[config.mk]
export PLATFORM = sky130hd
export DESIGN_NAME = base64_strict_decoder_core
export DESIGN_NICKNAME = d
export VERILOG_FILES = /design/src/hdl/b64d_pkg.sv /design/src/hdl/base64_strict_decoder_core.sv /design/src/hdl/b64d_front.sv /design/src/hdl/b64d_queue.sv /design/src/hdl/b64d_back.sv
export SDC_FILE = /design/constraint.sdc
export NUM_CORES = 1
export LEC_CHECK = 0
export BUFFER_PORTS_ARGS = -buffer_cell sky130_fd_sc_hd__buf_2
export CAP_MARGIN = 30
export CORE_MARGIN = 3
export CORE_UTILIZATION = 62
export DETAILED_ROUTE_END_ITERATION = 10
export HOLD_SLACK_MARGIN = 0.15
export PLACE_DENSITY = 0.79
export SKIP_LAST_GASP = 1
export SLEW_MARGIN = 20
export SYNTH_ARGS = -nofsm -noshare
export SYNTH_HDL_FRONTEND = slang
export SYNTH_SLANG_ARGS = --single-unit
[constraint.sdc]
create_clock -name clock -period 7.8 [get_ports clock]
set_input_delay 1.95 -clock clock [delete_from_list [all_inputs] [get_ports clock]]
set_output_delay 1.95 -clock clock [all_outputs]
set_load 0.02 [all_outputs]
[src/hdl/b64d_pkg.sv]
package b64d_pkg;

   localparam logic [7:0] PAD_CHAR    = 8'h3D;
   localparam int         QUEUE_DEPTH = 4;
   localparam int         QPTR_W      = $clog2(QUEUE_DEPTH);

   // one decoded quantum (or the reject marker) handed from front to back
   typedef struct packed {
      logic [23:0] quantum;     // bytes from bit 23 down
      logic [1:0]  byte_count;  // 1..3 bytes to send
      logic        final_job;   // last job of the message
      logic        bad;         // message rejected: one zero byte, flagged
   } job_type;

   // alphabet lookup: bit 6 = valid, bits 5:0 = sextet
   function automatic logic [6:0] sextet_of(input logic [7:0] c);
      logic [7:0] t;
      t = 8'h00;
      if (c >= 8'h41 && c <= 8'h5A) begin
         t = c - 8'h41;
         return {1'b1, t[5:0]};
      end
      if (c >= 8'h61 && c <= 8'h7A) begin
         t = c - 8'h47;
         return {1'b1, t[5:0]};
      end
      if (c >= 8'h30 && c <= 8'h39) begin
         t = c + 8'h04;
         return {1'b1, t[5:0]};
      end
      if (c == 8'h2B) return {1'b1, 6'd62};
      if (c == 8'h2F) return {1'b1, 6'd63};
      return 7'd0;
   endfunction

endpackage

[src/hdl/base64_strict_decoder_core.sv]
// channel | dir | tdata             | tlast          | tuser
// req_    | in  | [7:0] symbol      | end_of_message | -
// rsp_    | out | [7:0] data_byte   | final_byte     | bad_encoding
//
// One character beat is taken per cycle; a quantum's bytes leave at one
// beat per cycle from a registered output, at most 3 data bytes per 4 characters;
// a rejected message gives one reject beat. With an idle back, the first byte of
// a quantum follows its fourth character's beat via queue write, back load, output reg.
// The front stalls only when the 4-entry job queue is full; the back stalls
// on rsp_tready. Synchronous active-high reset clears message state and queue.
module base64_strict_decoder_core
   import b64d_pkg::*;
(
   input  logic       clock,
   input  logic       reset,
   input  logic       req_tvalid,
   output logic       req_tready,
   input  logic [7:0] req_tdata,   // [7:0] symbol
   input  logic       req_tlast,   // end_of_message
   output logic       rsp_tvalid,
   input  logic       rsp_tready,
   output logic [7:0] rsp_tdata,   // [7:0] data_byte
   output logic       rsp_tlast,   // final_byte
   output logic       rsp_tuser    // [0] bad_encoding
);

   logic    q_full, q_push, q_pop, q_valid;
   job_type push_job, head_job;

   // classify characters, track quantum position, pads and sticky error
   b64d_front u_front (
      .clock     (clock),
      .reset     (reset),
      .in_valid  (req_tvalid),
      .in_ready  (req_tready),
      .in_symbol (req_tdata),
      .in_last   (req_tlast),
      .q_full    (q_full),
      .q_push    (q_push),
      .q_job     (push_job)
   );

   // decouples character intake from byte output
   b64d_queue u_queue (
      .clock      (clock),
      .reset      (reset),
      .push       (q_push),
      .push_job   (push_job),
      .full       (q_full),
      .pop        (q_pop),
      .head_valid (q_valid),
      .head_job   (head_job)
   );

   // serialize each job into 1..3 byte beats (or one reject beat)
   b64d_back u_back (
      .clock     (clock),
      .reset     (reset),
      .q_valid   (q_valid),
      .q_job     (head_job),
      .q_pop     (q_pop),
      .out_valid (rsp_tvalid),
      .out_ready (rsp_tready),
      .out_data  (rsp_tdata),
      .out_last  (rsp_tlast),
      .out_bad   (rsp_tuser)
   );

endmodule

[src/hdl/b64d_front.sv]
module b64d_front
   import b64d_pkg::*;
(
   input  logic       clock,
   input  logic       reset,
   input  logic       in_valid,
   output logic       in_ready,
   input  logic [7:0] in_symbol,
   input  logic       in_last,
   input  logic       q_full,
   output logic       q_push,
   output job_type    q_job
);

   logic [23:0] acc_ff, acc_in;
   logic [1:0]  pos_ff, pos_in;
   logic [1:0]  pads_ff, pads_in;
   logic        err_ff, err_in;

   logic        accept, is_pad, completes, err_now;
   logic [6:0]  lut;
   logic [5:0]  v_eff;
   logic [1:0]  pads_upd;
   logic [23:0] acc_upd;

   assign in_ready = !q_full;
   assign accept   = in_valid && in_ready;

   always_comb begin
      is_pad    = (in_symbol == PAD_CHAR);
      lut       = sextet_of(in_symbol);
      completes = (pos_ff == 2'd3);
      v_eff     = (!is_pad && lut[6]) ? lut[5:0] : 6'd0;
      pads_upd  = is_pad ? pads_ff + 2'd1 : pads_ff;
      acc_upd   = {acc_ff[17:0], v_eff};
      err_now   = err_ff
                | (is_pad && pos_ff < 2'd2)
                | (!is_pad && !lut[6])
                | (!is_pad && pads_ff != 2'd0)
                | (in_last && !completes)
                | (completes && !in_last && pads_upd != 2'd0);

      q_push             = accept && (in_last || (completes && !err_now));
      q_job.quantum      = acc_upd;
      q_job.byte_count   = (in_last && err_now) ? 2'd1 : 2'd3 - pads_upd;
      q_job.final_job    = in_last;
      q_job.bad          = in_last && err_now;

      acc_in  = acc_ff;
      pos_in  = pos_ff;
      pads_in = pads_ff;
      err_in  = err_ff;
      if (accept) begin
         if (in_last) begin
            acc_in  = '0;
            pos_in  = '0;
            pads_in = '0;
            err_in  = 1'b0;
         end else begin
            pos_in  = pos_ff + 2'd1;
            err_in  = err_now;
            acc_in  = completes ? 24'd0 : acc_upd;
            pads_in = completes ? 2'd0 : pads_upd;
         end
      end
   end

   always_ff @(posedge clock) begin
      if (reset) begin
         acc_ff  <= '0;
         pos_ff  <= '0;
         pads_ff <= '0;
         err_ff  <= 1'b0;
      end else begin
         acc_ff  <= acc_in;
         pos_ff  <= pos_in;
         pads_ff <= pads_in;
         err_ff  <= err_in;
      end
   end

endmodule

[src/hdl/b64d_queue.sv]
module b64d_queue
   import b64d_pkg::*;
(
   input  logic    clock,
   input  logic    reset,
   input  logic    push,
   input  job_type push_job,
   output logic    full,
   input  logic    pop,
   output logic    head_valid,
   output job_type head_job
);

   job_type            slot_ff [QUEUE_DEPTH];
   logic [QPTR_W-1:0]  wr_ff, wr_in, rd_ff, rd_in;
   logic [QPTR_W:0]    cnt_ff, cnt_in;

   assign full       = (cnt_ff == (QPTR_W+1)'(QUEUE_DEPTH));
   assign head_valid = (cnt_ff != '0);
   assign head_job   = slot_ff[rd_ff];

   always_comb begin
      wr_in  = push ? wr_ff + 1'b1 : wr_ff;
      rd_in  = pop ? rd_ff + 1'b1 : rd_ff;
      cnt_in = cnt_ff + (QPTR_W+1)'(push) - (QPTR_W+1)'(pop);
   end

   always_ff @(posedge clock) begin
      if (reset) begin
         wr_ff  <= '0;
         rd_ff  <= '0;
         cnt_ff <= '0;
      end else begin
         wr_ff  <= wr_in;
         rd_ff  <= rd_in;
         cnt_ff <= cnt_in;
      end
   end

   always_ff @(posedge clock) begin
      if (push) begin
         slot_ff[wr_ff] <= push_job;
      end
   end

endmodule

[src/hdl/b64d_back.sv]
module b64d_back
   import b64d_pkg::*;
(
   input  logic       clock,
   input  logic       reset,
   input  logic       q_valid,
   input  job_type    q_job,
   output logic       q_pop,
   output logic       out_valid,
   input  logic       out_ready,
   output logic [7:0] out_data,
   output logic       out_last,
   output logic       out_bad
);

   logic    work_valid_ff, work_valid_in;
   job_type work_ff, work_in;
   logic    rsp_valid_ff, rsp_valid_in;
   logic [7:0] rsp_data_ff, rsp_data_in;
   logic    rsp_last_ff, rsp_last_in;
   logic    rsp_bad_ff, rsp_bad_in;

   logic    load, emit, last_byte;

   assign out_valid = rsp_valid_ff;
   assign out_data  = rsp_data_ff;
   assign out_last  = rsp_last_ff;
   assign out_bad   = rsp_bad_ff;

   always_comb begin
      load      = !rsp_valid_ff || out_ready;
      emit      = work_valid_ff && load;
      last_byte = (work_ff.byte_count == 2'd1);
      q_pop     = q_valid && (!work_valid_ff || (emit && last_byte));

      work_valid_in = work_valid_ff;
      work_in       = work_ff;
      if (emit) begin
         work_in.quantum    = {work_ff.quantum[15:0], 8'h00};
         work_in.byte_count = work_ff.byte_count - 2'd1;
         if (last_byte) work_valid_in = 1'b0;
      end
      if (q_pop) begin
         work_valid_in = 1'b1;
         work_in       = q_job;
      end

      rsp_valid_in = rsp_valid_ff;
      rsp_data_in  = rsp_data_ff;
      rsp_last_in  = rsp_last_ff;
      rsp_bad_in   = rsp_bad_ff;
      if (load) begin
         rsp_valid_in = emit;
         rsp_data_in  = work_ff.bad ? 8'h00 : work_ff.quantum[23:16];
         rsp_last_in  = work_ff.final_job && last_byte;
         rsp_bad_in   = work_ff.bad;
      end
   end

   always_ff @(posedge clock) begin
      if (reset) begin
         work_valid_ff <= 1'b0;
         rsp_valid_ff  <= 1'b0;
      end else begin
         work_valid_ff <= work_valid_in;
         rsp_valid_ff  <= rsp_valid_in;
      end
   end

   always_ff @(posedge clock) begin
      work_ff     <= work_in;
      rsp_data_ff <= rsp_data_in;
      rsp_last_ff <= rsp_last_in;
      rsp_bad_ff  <= rsp_bad_in;
   end

endmodule

# [Word-level counts from Yosys, hierarchy flattened]
# Memory sizes are Yosys's and may differ from the RTL's. A register that Yosys moved wholly into a read port is not among the register bits.
# Index checks and enable logic that the tools add are counted.
[word_totals] regBits=70 mem_bits_rw=112 inputBits=13 out_inout_bits=12 wordCells=124 n_memories=1
[classes] n_addsub=11 order_cmp=7 n_eq_ne=6 n_mux=43 n_bitwise=5 reduce_logical=35
[memory_table] memory="u_queue.slot_ff" depth=4 word_bits=28 rd=1 rd_clocked_by_memory_dff=1 write_ports=1 line_no="b64d_queue.sv:14" rtl="job_type slot_ff [QUEUE_DEPTH];"
[ops] cell="7-bit 2-to-1 mux" count=10
[ops] cell="18-bit 2-to-1 mux" count=2
[ops] cell="28-bit 2-to-1 mux" count=1
[ops] cell="26-bit 2-to-1 mux" count=1
[ops] cell="8-bit by 6-bit == test with 1-bit output (second input constant)" count=3
[ops] cell="1-bit 2-to-1 mux" count=21
[ops] cell="1-bit logical AND" count=18
[ops] cell="8-bit by 7-bit greater-or-equal comparator with 1-bit output (second input constant)" count=2
[ops] cell="8-bit by 7-bit less-or-equal comparator with 1-bit output (second input constant)" count=2
[ops] cell="2-bit 2-to-1 mux" count=7
[ops] cell="2-bit by 1-bit adder with 2-bit output (second input constant)" count=4
[ops] cell="8-bit by 6-bit greater-or-equal comparator with 1-bit output (second input constant)" count=1
[ops] cell="8-bit by 6-bit less-or-equal comparator with 1-bit output (second input constant)" count=1
[ops] cell="1-bit zero test" count=8
[ops] cell="2-bit nonzero test" count=4
[ops] cell="6-bit by 3-bit adder with 6-bit output (second input constant)" count=1
[ops] cell="6-bit 2-to-1 mux" count=1
[ops] cell="6-bit by 1-bit subtractor with 6-bit output (second input constant)" count=1
[ops] cell="6-bit by 3-bit subtractor with 6-bit output (second input constant)" count=1
[ops] cell="1-bit OR" count=5
[ops] cell="3-bit by 1-bit adder with 3-bit output" count=1
[ops] cell="3-bit == test (second input constant)" count=1
[ops] cell="1-bit logical OR" count=3
[ops] cell="3-bit nonzero test" count=1
[ops] cell="7 further kinds" count=7

# [Longest topological paths before layout]
# Gate-level depths: netlist of run 1.
[logic_depth] ltp_word=30 depth_mapped=13 mapped_depth_nobuf=12

# [By module]
# A second synthesis of run 1 with hierarchy kept.
[hier_totals] hier_cells=480 area_unflattened_um2=7813.7
[modules_own_cells] module="b64d_queue" n_inst=1 cells_each=188 area_each_um2=4530.6 seq_area_each_um2=3543.4
[modules_own_cells] module="b64d_back" n_inst=1 cells_each=91 area_each_um2=1644.1 seq_area_each_um2=1181.1
[modules_own_cells] module="b64d_front" n_inst=1 cells_each=201 area_each_um2=1639.1 seq_area_each_um2=460.4

# [Worst setup path after synthesis of run 1]
# Ideal clock, no wire load.
[synth_timing] path_type="input-to-reg" start="input port req_tdata[2]" end="memory u_queue.slot_ff[0][0] in the netlist's numbering, enable pin" setup_time_ps=416 arrival_ps=4572 required_ps=7384 slack_ps=2811 stages=9 n_path_buf=1 cell_sequence="buf_4 -> inv_1 -> ha_1 -> a21oi_1 -> nor2_1 -> o21a_1 -> o211ai_2 -> a31oi_4 -> nor2b_1"
[synth_between] elab_chain_len=23 elab_cells_between_ends=55 cone_classes="order compare (6); eq/ne (3); mux (27); bitwise (5); reduce/logical (14)"
[synth_rtl] item="from (decl)" line_no="base64_strict_decoder_core.sv:18" rtl="input logic [7:0] req_tdata,"
[synth_rtl] item="8-bit by 7-bit greater-or-equal comparator with 1-bit output (tied with other cells)" line_no="b64d_pkg.sv:23" rtl="if (c >= 8'h61 && c <= 8'h7A) begin"
[synth_rtl] item="1-bit logical AND / 1-bit 2-to-1 mux (equally long branches)" line_no="b64d_pkg.sv:23, b64d_pkg.sv:32"
[synth_rtl] item="7-bit 2-to-1 mux / 1-bit 2-to-1 mux (equally long branches)" line_no="b64d_pkg.sv:23, b64d_pkg.sv:32"
[synth_rtl] item="7-bit 2-to-1 mux / 1-bit 2-to-1 mux (equally long branches)" line_no="b64d_pkg.sv:27, b64d_pkg.sv:31"
[synth_rtl] item="7-bit 2-to-1 mux / 1-bit 2-to-1 mux (equally long branches)" line_no="b64d_pkg.sv:31, b64d_pkg.sv:27"
[synth_rtl] item="7-bit 2-to-1 mux / 1-bit 2-to-1 mux (equally long branches)" line_no="b64d_pkg.sv:32, b64d_pkg.sv:23"
[synth_rtl] item="7-bit 2-to-1 mux" line_no="b64d_pkg.sv:33" rtl="return 7'd0;"
[synth_rtl] item="7-bit 2-to-1 mux" line_no="b64d_pkg.sv:32" rtl="if (c == 8'h2F) return {1'b1, 6'd63};"
[synth_rtl] item="[... 7 more ...]"
[synth_rtl] item="1-bit OR" line_no="b64d_front.sv:40" rtl="| (in_last && !completes)"
[synth_rtl] item="1-bit OR *" line_no="b64d_front.sv:41" rtl="| (completes && !in_last && pads_upd != 2'd0);"
[synth_rtl] item="1-bit zero test *" line_no="b64d_front.sv:43" rtl="q_push = accept && (in_last || (completes && !err_now));"
[synth_rtl] item="1-bit logical AND *" line_no="b64d_front.sv:43"
[synth_rtl] item="1-bit logical OR *" line_no="b64d_front.sv:43"
[synth_rtl] item="1-bit logical AND *" line_no="b64d_front.sv:43"
[synth_rtl] item="1-bit 2-to-1 mux *" line_no="b64d_queue.sv:41" rtl="if (push) begin"
[synth_rtl] item="1-bit 2-to-1 mux (implied by the code) *" line_no="b64d_queue.sv:42" rtl="slot_ff[wr_ff] <= push_job;"
[synth_rtl] item="to (decl)" line_no="b64d_queue.sv:14"
# Mark *: on every way between the ends. The rest lies on a longest branch, timed or not. The select of a mux whose other input is x is not followed.

# [Worst setup path after layout of run 1]
[layout_timing] start="input port req_tdata[2]" end="register u_queue.cnt_ff[2]"
[layout_between] elab_chain_len=23 elab_cells_between_ends=55 cone_classes="add/sub (2); order compare (6); eq/ne (3); mux (25); bitwise (5); reduce/logical (14)"
[layout_rtl] item="8-bit by 7-bit greater-or-equal comparator with 1-bit output (tied with other cells)" line_no="b64d_pkg.sv:23"
[layout_rtl] item="1-bit logical AND / 1-bit 2-to-1 mux (equally long branches)" line_no="b64d_pkg.sv:23, b64d_pkg.sv:32"
[layout_rtl] item="7-bit 2-to-1 mux / 1-bit 2-to-1 mux (equally long branches)" line_no="b64d_pkg.sv:23, b64d_pkg.sv:32"
[layout_rtl] item="7-bit 2-to-1 mux / 1-bit 2-to-1 mux (equally long branches)" line_no="b64d_pkg.sv:27, b64d_pkg.sv:31"
[layout_rtl] item="7-bit 2-to-1 mux / 1-bit 2-to-1 mux (equally long branches)" line_no="b64d_pkg.sv:31, b64d_pkg.sv:27"
[layout_rtl] item="7-bit 2-to-1 mux / 1-bit 2-to-1 mux (equally long branches)" line_no="b64d_pkg.sv:32, b64d_pkg.sv:23"
[layout_rtl] item="7-bit 2-to-1 mux" line_no="b64d_pkg.sv:33"
[layout_rtl] item="7-bit 2-to-1 mux" line_no="b64d_pkg.sv:32"
[layout_rtl] item="[... 8 more ...]"
[layout_rtl] item="1-bit OR *" line_no="b64d_front.sv:41"
[layout_rtl] item="1-bit zero test *" line_no="b64d_front.sv:43"
[layout_rtl] item="1-bit logical AND *" line_no="b64d_front.sv:43"
[layout_rtl] item="1-bit logical OR *" line_no="b64d_front.sv:43"
[layout_rtl] item="1-bit logical AND *" line_no="b64d_front.sv:43"
[layout_rtl] item="net q_push" line_no="base64_strict_decoder_core.sv:27" rtl="logic q_full, q_push, q_pop, q_valid;"
[layout_rtl] item="3-bit by 1-bit adder with 3-bit output *" line_no="b64d_queue.sv:25" rtl="cnt_in = cnt_ff + (QPTR_W+1)'(push) - (QPTR_W+1)'(pop);"
[layout_rtl] item="3-bit by 1-bit subtractor with 3-bit output *" line_no="b64d_queue.sv:25"
[layout_rtl] item="to (signal assigned)" line_no="b64d_queue.sv:36" rtl="cnt_ff <= cnt_in;"
[layout_rtl] item="to (decl)" line_no="b64d_queue.sv:16" rtl="logic [QPTR_W:0] cnt_ff, cnt_in;"
# The timed path passes the listed nets; every way through them passes the cells marked *. The select of a mux whose other input is x is not followed.
# A chain may end at the register's enable or synchronous reset.

==> results of run 1 <==
cell usage in the layout (no fill, tap or decap), types with 5 or more instances in the layout:
cell type	Yosys	layout
nor2b_1	19	15
a22oi_1	12	12
nand2b_1	10	10
a21oi_1	16	15
nor2_1	36	36
nand3_1	6	6
inv_1	17	17
edfxtp_1	150	150
buf_2	4	24
mux4_2	28	28
o21ai_0	6	6
and2_1	12	12
ha_1	18	18
clkbuf_16	0	17
dfxtp_1	34	32
mux2_2	17	17
nor3_1	5	5
nand2_1	16	16
buf_4	3	6
a31oi_1	5	5
xnor2_1	5	5
final cells by class:
cell class	count	area, sq um
Fill cell	730	3450
Timing Repair Buffer	31	193
Tap cell	168	210
Inverter	17	63.8
Clock inverter	13	178
Clock buffer	19	433
Sequential cell	184	5190
Multi-Input combinational cell	266	2340
through the flow:
stage                      util  setup WS [ns]  hold slack [ns]  total power (W)
after CTS                 0.714           3.44            0.483          0.00286
after global placement    0.661           3.03            0.464          0.00193
after floorplan               -           2.81            0.453          0.00179
final                     0.714           3.42            0.481          0.00283
after detailed placement  0.663           2.99            0.474          0.00197
after global routing      0.714           3.20            0.524          0.00296
logic make-up (layout without fill, tap and decap cells):
kind of cell,Yosys count,count (layout),share of synthesized area
compound gates,66,66,0.0632
mux,48,48,0.111
buf+inv,38,80,0.0217
fa+ha+maj,19,19,0.0319
xor+xnor,8,8,0.00912
simple gates,125,125,0.0878
flops,184,184,0.675
cell usage after synthesis, drive strengths merged, types with 8 or more instances:
| cell | instances |
|---|---|
| clkbuf | 13 |
| nand2 | 16 |
| nor2b | 19 |
| mux4 | 28 |
| inv | 17 |
| nor2 | 36 |
| buf | 8 |
| edfxtp | 150 |
| a21oi | 17 |
| ha | 18 |
| mux2 | 18 |
| a22oi | 12 |
| and2 | 12 |
| dfxtp | 34 |
| nand2b | 10 |
sequential cells by signal, summed over array words and instances (netlist names), 3 cells and up, named ones only:
register,flops
u_queue.slot_ff,112
u_back.work_ff,28
u_front.acc_ff,18
u_back.out_data,8
u_queue.cnt_ff,3
critical path: stages:
cell and delay, ns:
buf_2 0.17, inv_1 0.16, ha_1 0.25, a21oi_1 0.12, a311o_1 0.36, nand3b_2 0.21, o211ai_2 0.20, a31oi_4 0.34
inv_1 0.08, ha_1 0.21, fa_1 0.38, xnor2_1 0.16, nor2_1 0.06
worst paths after layout:
| path | cells after the start | from | slack [ns] | endpoint |
|---|---|---|---|---|
| hold reg to reg | 2 | u_front.pads_ff[0] | 0.48 | u_front.pads_ff[0] |
| hold / removal | 2 | u_front.pads_ff[0] | 0.48 | u_front.pads_ff[0] |
| setup / recovery | 13 | req_tdata[2] | 3.42 | u_queue.cnt_ff[2] |
| setup reg to reg | 9 | u_queue.cnt_ff[2] | 4.70 | u_queue.cnt_ff[2] |
routing by layer:
metal | wire, um | global-route usage
met5 | 0 | 0
met4 | 265 | 0.0879
met3 | 652 | 0.0488
met2 | 7180 | 0.363
met1 | 5810 | 0.298
power breakdown:
group | switching (W) | internal, W | leakage (nW)
combinational | 0.000322 | 0.000289 | 0.992
clock | 0.000339 | 0.000534 | 0.287
sequential | 0.0000790 | 0.00127 | 1.76
==> qor.yml, run 1 <==
crit_arrival_ns: 4.66
outcome: "complete, no violations"
fin_crit_ns: 4.38
power.leakage_nw: 3.04
synth_top_cell_area_share: 0.587
cts_hold_buf: 0
ys_seq_area_frac: 0.675
design.die.area_sq_um: 13800
finalSetupViolCount: 0
cts_buffer_depth: 2
cts_buffers: 17
synthesis.area_sq_um: 7680
cts_max_level: 4
drive_gt1_frac: 0.230
critPathCaptureType: "flop"
peakVddDrop_mv: 0.154
postRouteAntennaNets: 0
coreArea_sq_um: 12100
clk_pin_slew_ns: 0.06
grt_max_degree: 35
hold_path_class: "flop to flop"
place_congestion: 0.853
die_h_um: 117
syn_nets: 520
avgSynthCellArea_sq_um: 15.7
root_buffer: "clkbuf_16"
dr_total_vias: 4201
start_kind: "input pin"
synth_enable_flop_cells: 150
slew_headroom: 0.389
ys.flop_type: "edfxtp_1"
cts-resized-gates: 0
cts_sinks: 184
nets: 549
diodes: 0
final_cell_area_sq_um: 8610
gr-total-overflow: 0
drv_slew: 0
fin_cells: 698
viasPerCell: 6.02
yosys-top-cells-area: "edfxtp_1, dfxtp_1, mux4_2"
die_x_um: 117
placed_cell_area_sq_um: 8000
crit_type: "input pin to flop"
start_util: 0.637
wl_per_cell_um: 19.9
dp.final_hpwl_um: 8340
antenna_found_initial: 0
port-buffer-count: 24
rows: 40
grt.total_usage: 0.223
rsz0062_at_grt: "false"
drt-initial-drc-count: 362
ios: 25
hold_viol: 0
synth-async-reset-ratio: 0
min_period_over_period: 0.562
yosys.area.top_type: "edfxtp_1"
insertion_delay_ns: 0.42
worst_pin_slew_ns: 0.915
cts_tree: "built"
post-cts-setup-buffer-count: 0
setup_tns_ns: 0
worstPathMaxFanout: 11
wl_um: 13900
maxCapViolCount: 0
area_growth_pct: 12.1
ys_types: 58
grt_pass1_vias: 4139
cp.required_ns: 8.08
dp_cells: 666
clock_skew_ns: 0.00812
syn_inst: 488
drc_errors: 0
power_density_nw_per_um2: 329
grt_pass1_wl_um: 22400
fmax_mhz: 228
ys_seq_elements: 184
ys_warn_count: 0
first_pass_iters: 5
Power figures use the tool's default switching activity.
==> run 2, diff against run 1 <==
--- a/config.mk
+++ b/config.mk
@@ -8,10 +8,10 @@
 export BUFFER_PORTS_ARGS = -buffer_cell sky130_fd_sc_hd__buf_2
 export CAP_MARGIN = 30
 export CORE_MARGIN = 3
-export CORE_UTILIZATION = 62
+export CORE_UTILIZATION = 61
 export DETAILED_ROUTE_END_ITERATION = 10
 export HOLD_SLACK_MARGIN = 0.15
-export PLACE_DENSITY = 0.79
+export PLACE_DENSITY = 0.77
 export SKIP_LAST_GASP = 1
 export SLEW_MARGIN = 20
 export SYNTH_ARGS = -nofsm -noshare
==> constraint.sdc (replaced) <==
create_clock -name clock -period 4.4 [get_ports clock]
set_input_delay 1.1 -clock clock [delete_from_list [all_inputs] [get_ports clock]]
set_output_delay 1.1 -clock clock [all_outputs]
set_load 0.02 [all_outputs]
==> run 2 against run 1 <==
Compared with the run above: power grew 79%; global-route usage shrank 0.89 points; final area grew 0.36%; first-iteration DRC count shrank 25%; critical path depth is the same; clock skew shrank 0.0017 ns; clock power grew 85%; hold slack gained 0.0023 ns; largest cell class unchanged; largest power group unchanged.
==> qor.yml, run 2 (same netlist as run 1, synthesis figures left out) <==
cts_hold_buf: 0
regMostFlops: "u_queue.slot_ff"
postRouteAntennaNets: 0
min_from: "u_front.pads_ff[0]"
power.internal_w: 0.00375
viasPerCell: 5.98
cts_tree: "built"
start_util: 0.631
power.leakage_nw: 3.06
fin_crit_ns: 3.51
die_x_um: 118
maxCapViolCount: 0
place_congestion: 0.844
crit_arrival_ns: 3.81
grt_pass1_vias: 4239
p_clk_frac: 0.318
nFillCells: 770
coreArea_sq_um: 12200
clock_skew_ns: 0.00644
cts_buffer_depth: 2
setup_ws_ns: 0.886
peakVddDrop_mv: 0.360
r2r_end: "u_queue.cnt_ff[2]"
combPwrFrac: 0.209
hold_path_class: "flop to flop"
finalSetupViolCount: 0
cp.required_ns: 4.70
multi_input_area_sq_um: 2340
nets: 551
start_kind: "input pin"
diodes: 0
min_path_cells: 2
first_pass_iters: 5
wl_per_cell_um: 20.1
worst_pin_slew_ns: 0.788
critPathCaptureType: "flop"
gr-total-overflow: 0
cts_max_level: 4
grt_max_degree: 35
drc_errors: 0
outcome: "complete, no violations"
min_period_over_period: 0.799
dp.final_hpwl_um: 8490
slew_headroom: 0.475
die_h_um: 118
insertion_delay_ns: 0.43
r2r_start: "u_queue.cnt_ff[2]"
timing.reg2reg.worst_path_depth: 10
cts_sinks: 184
grt.total_usage: 0.215
worstPathMaxFanout: 11
area_growth_pct: 12.5
largest_reg_flops: 112
power_density_nw_per_um2: 587
swShare: 0.260
clk_pin_slew_ns: 0.06
antenna_found_initial: 0
holdPathEnd: "u_front.pads_ff[0]"
rows: 40
cts-resized-gates: 0
drt-initial-drc-count: 270
crit_type: "input pin to flop"
hold_viol: 0
port-buffer-count: 24
drive_gt1_frac: 0.233
drv_slew: 0
design.die.area_sq_um: 14000
seqPwrFrac: 0.473
sequential_cell_area_sq_um: 5190
final_cell_mix: "edfxtp_1, nor2_1, dfxtp_1"
dr_total_vias: 4183
setup_tns_ns: 0
root_buffer: "clkbuf_16"
post-cts-setup-buffer-count: 0
rsz0062_at_grt: "false"
fmax_mhz: 285
wl_um: 14000
grt_pass1_wl_um: 22700
switchingPower_w: 0.00132
cts_buffers: 17
pre_cts_ws_ns: 0.455
layout_commonest_cell: "edfxtp_1"
reg2reg_slack_ns: 1.43
ios: 25
top_regs: "u_queue.slot_ff: 112 flops, u_back.work_ff: 28 flops, u_front.acc_ff: 18 flops"
run 2: cell count changes in the layout (fill, tap and decap cells not counted):
cell	previous run	this run
clkinv_4	0	1
bufinv_16	4	5
buf_4	6	8
clkinvlp_4	4	2
buf_12	0	1
buf_16	1	0
run 2: area by class of cell:
type	instances	share of cell area
inverter	17	0.00739
timing repair buffer	33	0.0232
multi-input combinational	266	0.271
sequential	184	0.601
clock buffer	19	0.0501
tap	168	0.0243
clock inverter	13	0.0233
run 2: how the worst max path moves through the flow:
stage | start | to | slack, ns | cells past startpoint
floorplan | req_tdata[2] | u_queue.slot_ff[0][0] | 0.26 | 9
global placement | req_tdata[2] | u_queue.cnt_ff[2] | 0.48 | 13
finish | req_tdata[2] | u_queue.cnt_ff[2] | 0.89 | 13
CTS | req_tdata[2] | u_queue.cnt_ff[2] | 0.90 | 13
global route | req_tdata[2] | u_queue.cnt_ff[2] | 0.70 | 13
detailed placement | req_tdata[2] | u_queue.cnt_ff[2] | 0.46 | 13
run 2: power by group through the flow:
stage                     clock network, W  registers [W]  logic [W]
after floorplan                          0        0.00240   0.000768
after global placement                   0        0.00246   0.000987
after detailed placement                 0        0.00244    0.00106
after CTS                          0.00163        0.00241    0.00107
after global routing               0.00170        0.00243    0.00116
final                              0.00161        0.00240    0.00106
run 2: worst max-delay path, stage by stage:
cell and delay (ns):
buf_2 0.17, inv_1 0.16, ha_1 0.26, a21oi_1 0.12, a311o_1 0.36, nand3b_2 0.19, o211ai_2 0.20, a31oi_4 0.35
inv_1 0.08, ha_1 0.22, fa_1 0.38, xnor2_1 0.16, nor2_1 0.05
run 2: metal layers:
| layer | wire length, um | vias up | global-route usage |
|---|---|---|---|
| li1 | - | 1925 | - |
| met1 | 5830 | 2101 | 0.282 |
| met2 | 7160 | 134 | 0.344 |
| met3 | 758 | 23 | 0.0565 |
| met4 | 296 | 0 | 0.0886 |
| met5 | 0 | - | 0 |
run 2: stage by stage:
stage / utilization / cells / instance area [sq um] / total power, W / hold slack (ns)
finish: 0.710 / 700 / 8640 / 0.00507 / 0.484
global route: 0.710 / 700 / 8640 / 0.00529 / 0.503
CTS: 0.710 / 700 / 8640 / 0.00511 / 0.485
detailed placement: 0.658 / 668 / 8000 / 0.00350 / 0.477
global placement: 0.656 / 667 / 7980 / 0.00345 / 0.468
floorplan: - / 488 / 7680 / 0.00317 / 0.453
==> run 3, diff against run 2 <==
--- a/config.mk
+++ b/config.mk
@@ -5,13 +5,14 @@
 export SDC_FILE = /design/constraint.sdc
 export NUM_CORES = 1
 export LEC_CHECK = 0
+export ABC_AREA = 1
 export BUFFER_PORTS_ARGS = -buffer_cell sky130_fd_sc_hd__buf_2
 export CAP_MARGIN = 30
 export CORE_MARGIN = 3
-export CORE_UTILIZATION = 61
+export CORE_UTILIZATION = 56
 export DETAILED_ROUTE_END_ITERATION = 10
 export HOLD_SLACK_MARGIN = 0.15
-export PLACE_DENSITY = 0.77
+export PLACE_DENSITY = 0.75
 export SKIP_LAST_GASP = 1
 export SLEW_MARGIN = 20
 export SYNTH_ARGS = -nofsm -noshare
==> constraint.sdc (replaced) <==
create_clock -name clock -period 3.2 [get_ports clock]
set_input_delay 0.8 -clock clock [delete_from_list [all_inputs] [get_ports clock]]
set_output_delay 0.8 -clock clock [all_outputs]
set_load 0.02 [all_outputs]
==> run 3 against run 2 <==
Compared with the run above: power rose by 45%; combinational power rose by 93%; final area rose by 2.4%; utilization fell by 5.5 points; non-clock buffer count rose by 9; flip-flop and latch count did not move; synthesized cell count rose by 52%; hold slack got worse by 0.011 ns; wire length rose by 14%; clock power rose by 23%; critical path type unchanged; critical endpoint unchanged; largest power group unchanged; highest routed layer unchanged.
==> qor.yml, run 3 <==
cts-resized-gates: 0
synth_compound_area_frac: 0.0957
port-buffer-count: 24
synthMuxAreaShare: 0
min_from: "u_front.err_ff"
viasPerCell: 5.58
reg2reg_slack_ns: 0.79
min_path_cells: 2
area_growth_pct: 12.0
cts_buffers: 17
cts_tree: "built"
wl_per_cell_um: 16.7
design.die.area_sq_um: 15600
cts_sinks: 184
synth_top_cell_area_share: 0.570
post-cts-setup-buffer-count: 0
grt_pass1_wl_um: 25800
die_x_um: 125
layout_commonest_cell: "nor2_1"
holdPathEnd: "u_front.err_ff"
synth_simple_gate_area_share: 0.159
place_congestion: 0.850
cts_hold_buf: 0
die_h_um: 125
synth_xor_area_frac: 0.00887
setup_ws_ns: 0.440
critPathCaptureType: "flop"
synth_top_family_by_area: "simple AND/OR/NAND/NOR gates"
maxCapViolCount: 0
antenna_found_initial: 0
coreArea_sq_um: 13500
power.leakage_nw: 3.31
dr_total_vias: 5359
peakVddDrop_mv: 0.820
ys_warn_count: 0
gr-total-overflow: 0
syn_nets: 775
slew_headroom: 0.579
drv_slew: 0
setup_tns_ns: 0
pre_cts_ws_ns: -0.00321
min_period_over_period: 0.863
finish.utilization: 0.655
rows: 42
syn_inst: 743
r2r_end: "u_back.work_ff[5]"
start_util: 0.585
synth-async-reset-ratio: 0
drive_gt1_frac: 0.133
ys.flop_type: "edfxtp_1"
ys_seq_elements: 184
cts_buffer_depth: 2
whs_ns: 0.473
synth_top_cells_by_count: "nor2_1, edfxtp_1, nand2_1"
dp.final_hpwl_um: 9740
cts_max_level: 4
r2r_start: "u_back.work_ff[3]"
ys_seq_area_frac: 0.656
first_pass_iters: 5
root_buffer: "clkbuf_16"
largest_reg_flops: 112
ys_types: 36
crit_arrival_ns: 3.12
finalSetupViolCount: 0
diodes: 0
synth_most_common_cell: "nor2_1"
drc_errors: 0
regMostFlops: "u_queue.slot_ff"
start_kind: "input pin"
grt_max_degree: 57
nFillCells: 1016
wl_um: 16100
yosys-top-cells-area: "edfxtp_1, dfxtp_1, nor2_1"
outcome: "complete, no violations"
worst_pin_slew_ns: 0.632
grt_pass1_vias: 5406
fmax_mhz: 362
yosys.area_share.adder: 0.0310
nets: 803
yosys.area.top_type: "edfxtp_1"
avgSynthCellArea_sq_um: 10.6
insertion_delay_ns: 0.43
worstPathMaxFanout: 8
clock_skew_ns: 0.00793
crit_type: "input pin to flop"
synthesis.area_sq_um: 7900
synth_enable_flop_cells: 150
hold_viol: 0
clk_pin_slew_ns: 0.07
ios: 25
hold_path_class: "flop to flop"
grt.total_usage: 0.211
timing.reg2reg.worst_path_depth: 9
power_density_nw_per_um2: 830
cp.required_ns: 3.56
top_regs: "u_queue.slot_ff: 112 flops, u_back.work_ff: 28 flops, u_front.acc_ff: 18 flops"
rsz0062_at_grt: "false"
final_cell_mix: "nor2_1, edfxtp_1, nand2_1"
drt-initial-drc-count: 483
fin_crit_ns: 2.76
postRouteAntennaNets: 0
## run 3: changes by cell type in the layout (fill, tap and decap cells not counted), sizes merged, moves of 10 or more
cell,delta
a21oi,+30
mux2,-18
nand2,+83
nand2b,-10
o21ai,+66
and2,-12
nand3,+14
nor2b,-19
inv,+42
a22oi,-12
nor2,+134
a31oi,+11
mux4,-28
## run 3: layer usage
layer / up-vias / GRT usage / part of all wire
met5: - / 0 / 0
met1: 2560 / 0.256 / 0.43
met2: 190 / 0.364 / 0.50
li1: 2576 / - / -
met3: 33 / 0.0446 / 0.054
met4: 0 / 0.0890 / 0.022
## run 3: kinds of logic (layout without fill, tap and decap cells)
logic type / Yosys count / after routing
AOI/OAI and AO/OA: 142 / 142
adders and majority gates: 19 / 19
xor gates and xnor gates: 8 / 8
and+or+nand+nor: 297 / 297
buffers and inverters: 93 / 134
DFF: 184 / 184
## run 3: layout make-up
cell class / instances / area (sq um) / area share
clock inverter: 8 / 68.8 / 0.00778
sequential: 184 / 5190 / 0.586
inverter: 60 / 228 / 0.0257
clock buffer: 24 / 492 / 0.0556
tap: 176 / 220 / 0.0249
timing repair buffer: 42 / 313 / 0.0353
multi-input combinational: 466 / 2340 / 0.265
## run 3: worst max path at each step
stage | from | endpoint | slack, ns | cells past startpoint
floorplan | req_tdata[3] | u_queue.slot_ff[0][0] | -0.43 | 14
global placement | req_tdata[2] | u_queue.cnt_ff[2] | 0.11 | 17
detailed placement | req_tdata[2] | u_queue.cnt_ff[2] | -0.003 | 17
CTS | req_tdata[2] | u_queue.cnt_ff[2] | 0.44 | 17
global route | req_tdata[2] | u_queue.cnt_ff[2] | 0.21 | 17
finish | req_tdata[2] | u_queue.cnt_ff[2] | 0.44 | 17
## run 3: critical path, cell delays in order
cell,delay (ns)
buf_2,0.15
inv_2,0.13
ha_1,0.23
inv_1,0.07
o21ai_0,0.20
a21oi_2,0.10
nor2_1,0.15
nand3_2,0.11
nand2_4,0.11
nand2_4,0.06
nand3_4,0.07
nand2_4,0.07
ha_1,0.21
fa_1,0.36
inv_1,0.07
o21ai_0,0.08
a21oi_1,0.12
## run 3: where the power goes
| part | switching, W | internal, W |
|---|---|---|
| Combinational | 0.00144 | 0.000611 |
| Clock | 0.000828 | 0.00115 |
| Sequential | 0.000150 | 0.00317 |
| Total | 0.00242 | 0.00493 |
## run 3: through the flow
step                total power, W  area [sq um]  instances
floorplan                  0.00472          7900        743
CTS                        0.00734          8830        959
finish                     0.00734          8850        960
global route               0.00774          8850        960
detailed placement         0.00538          8270        927
global placement           0.00530          8270        927
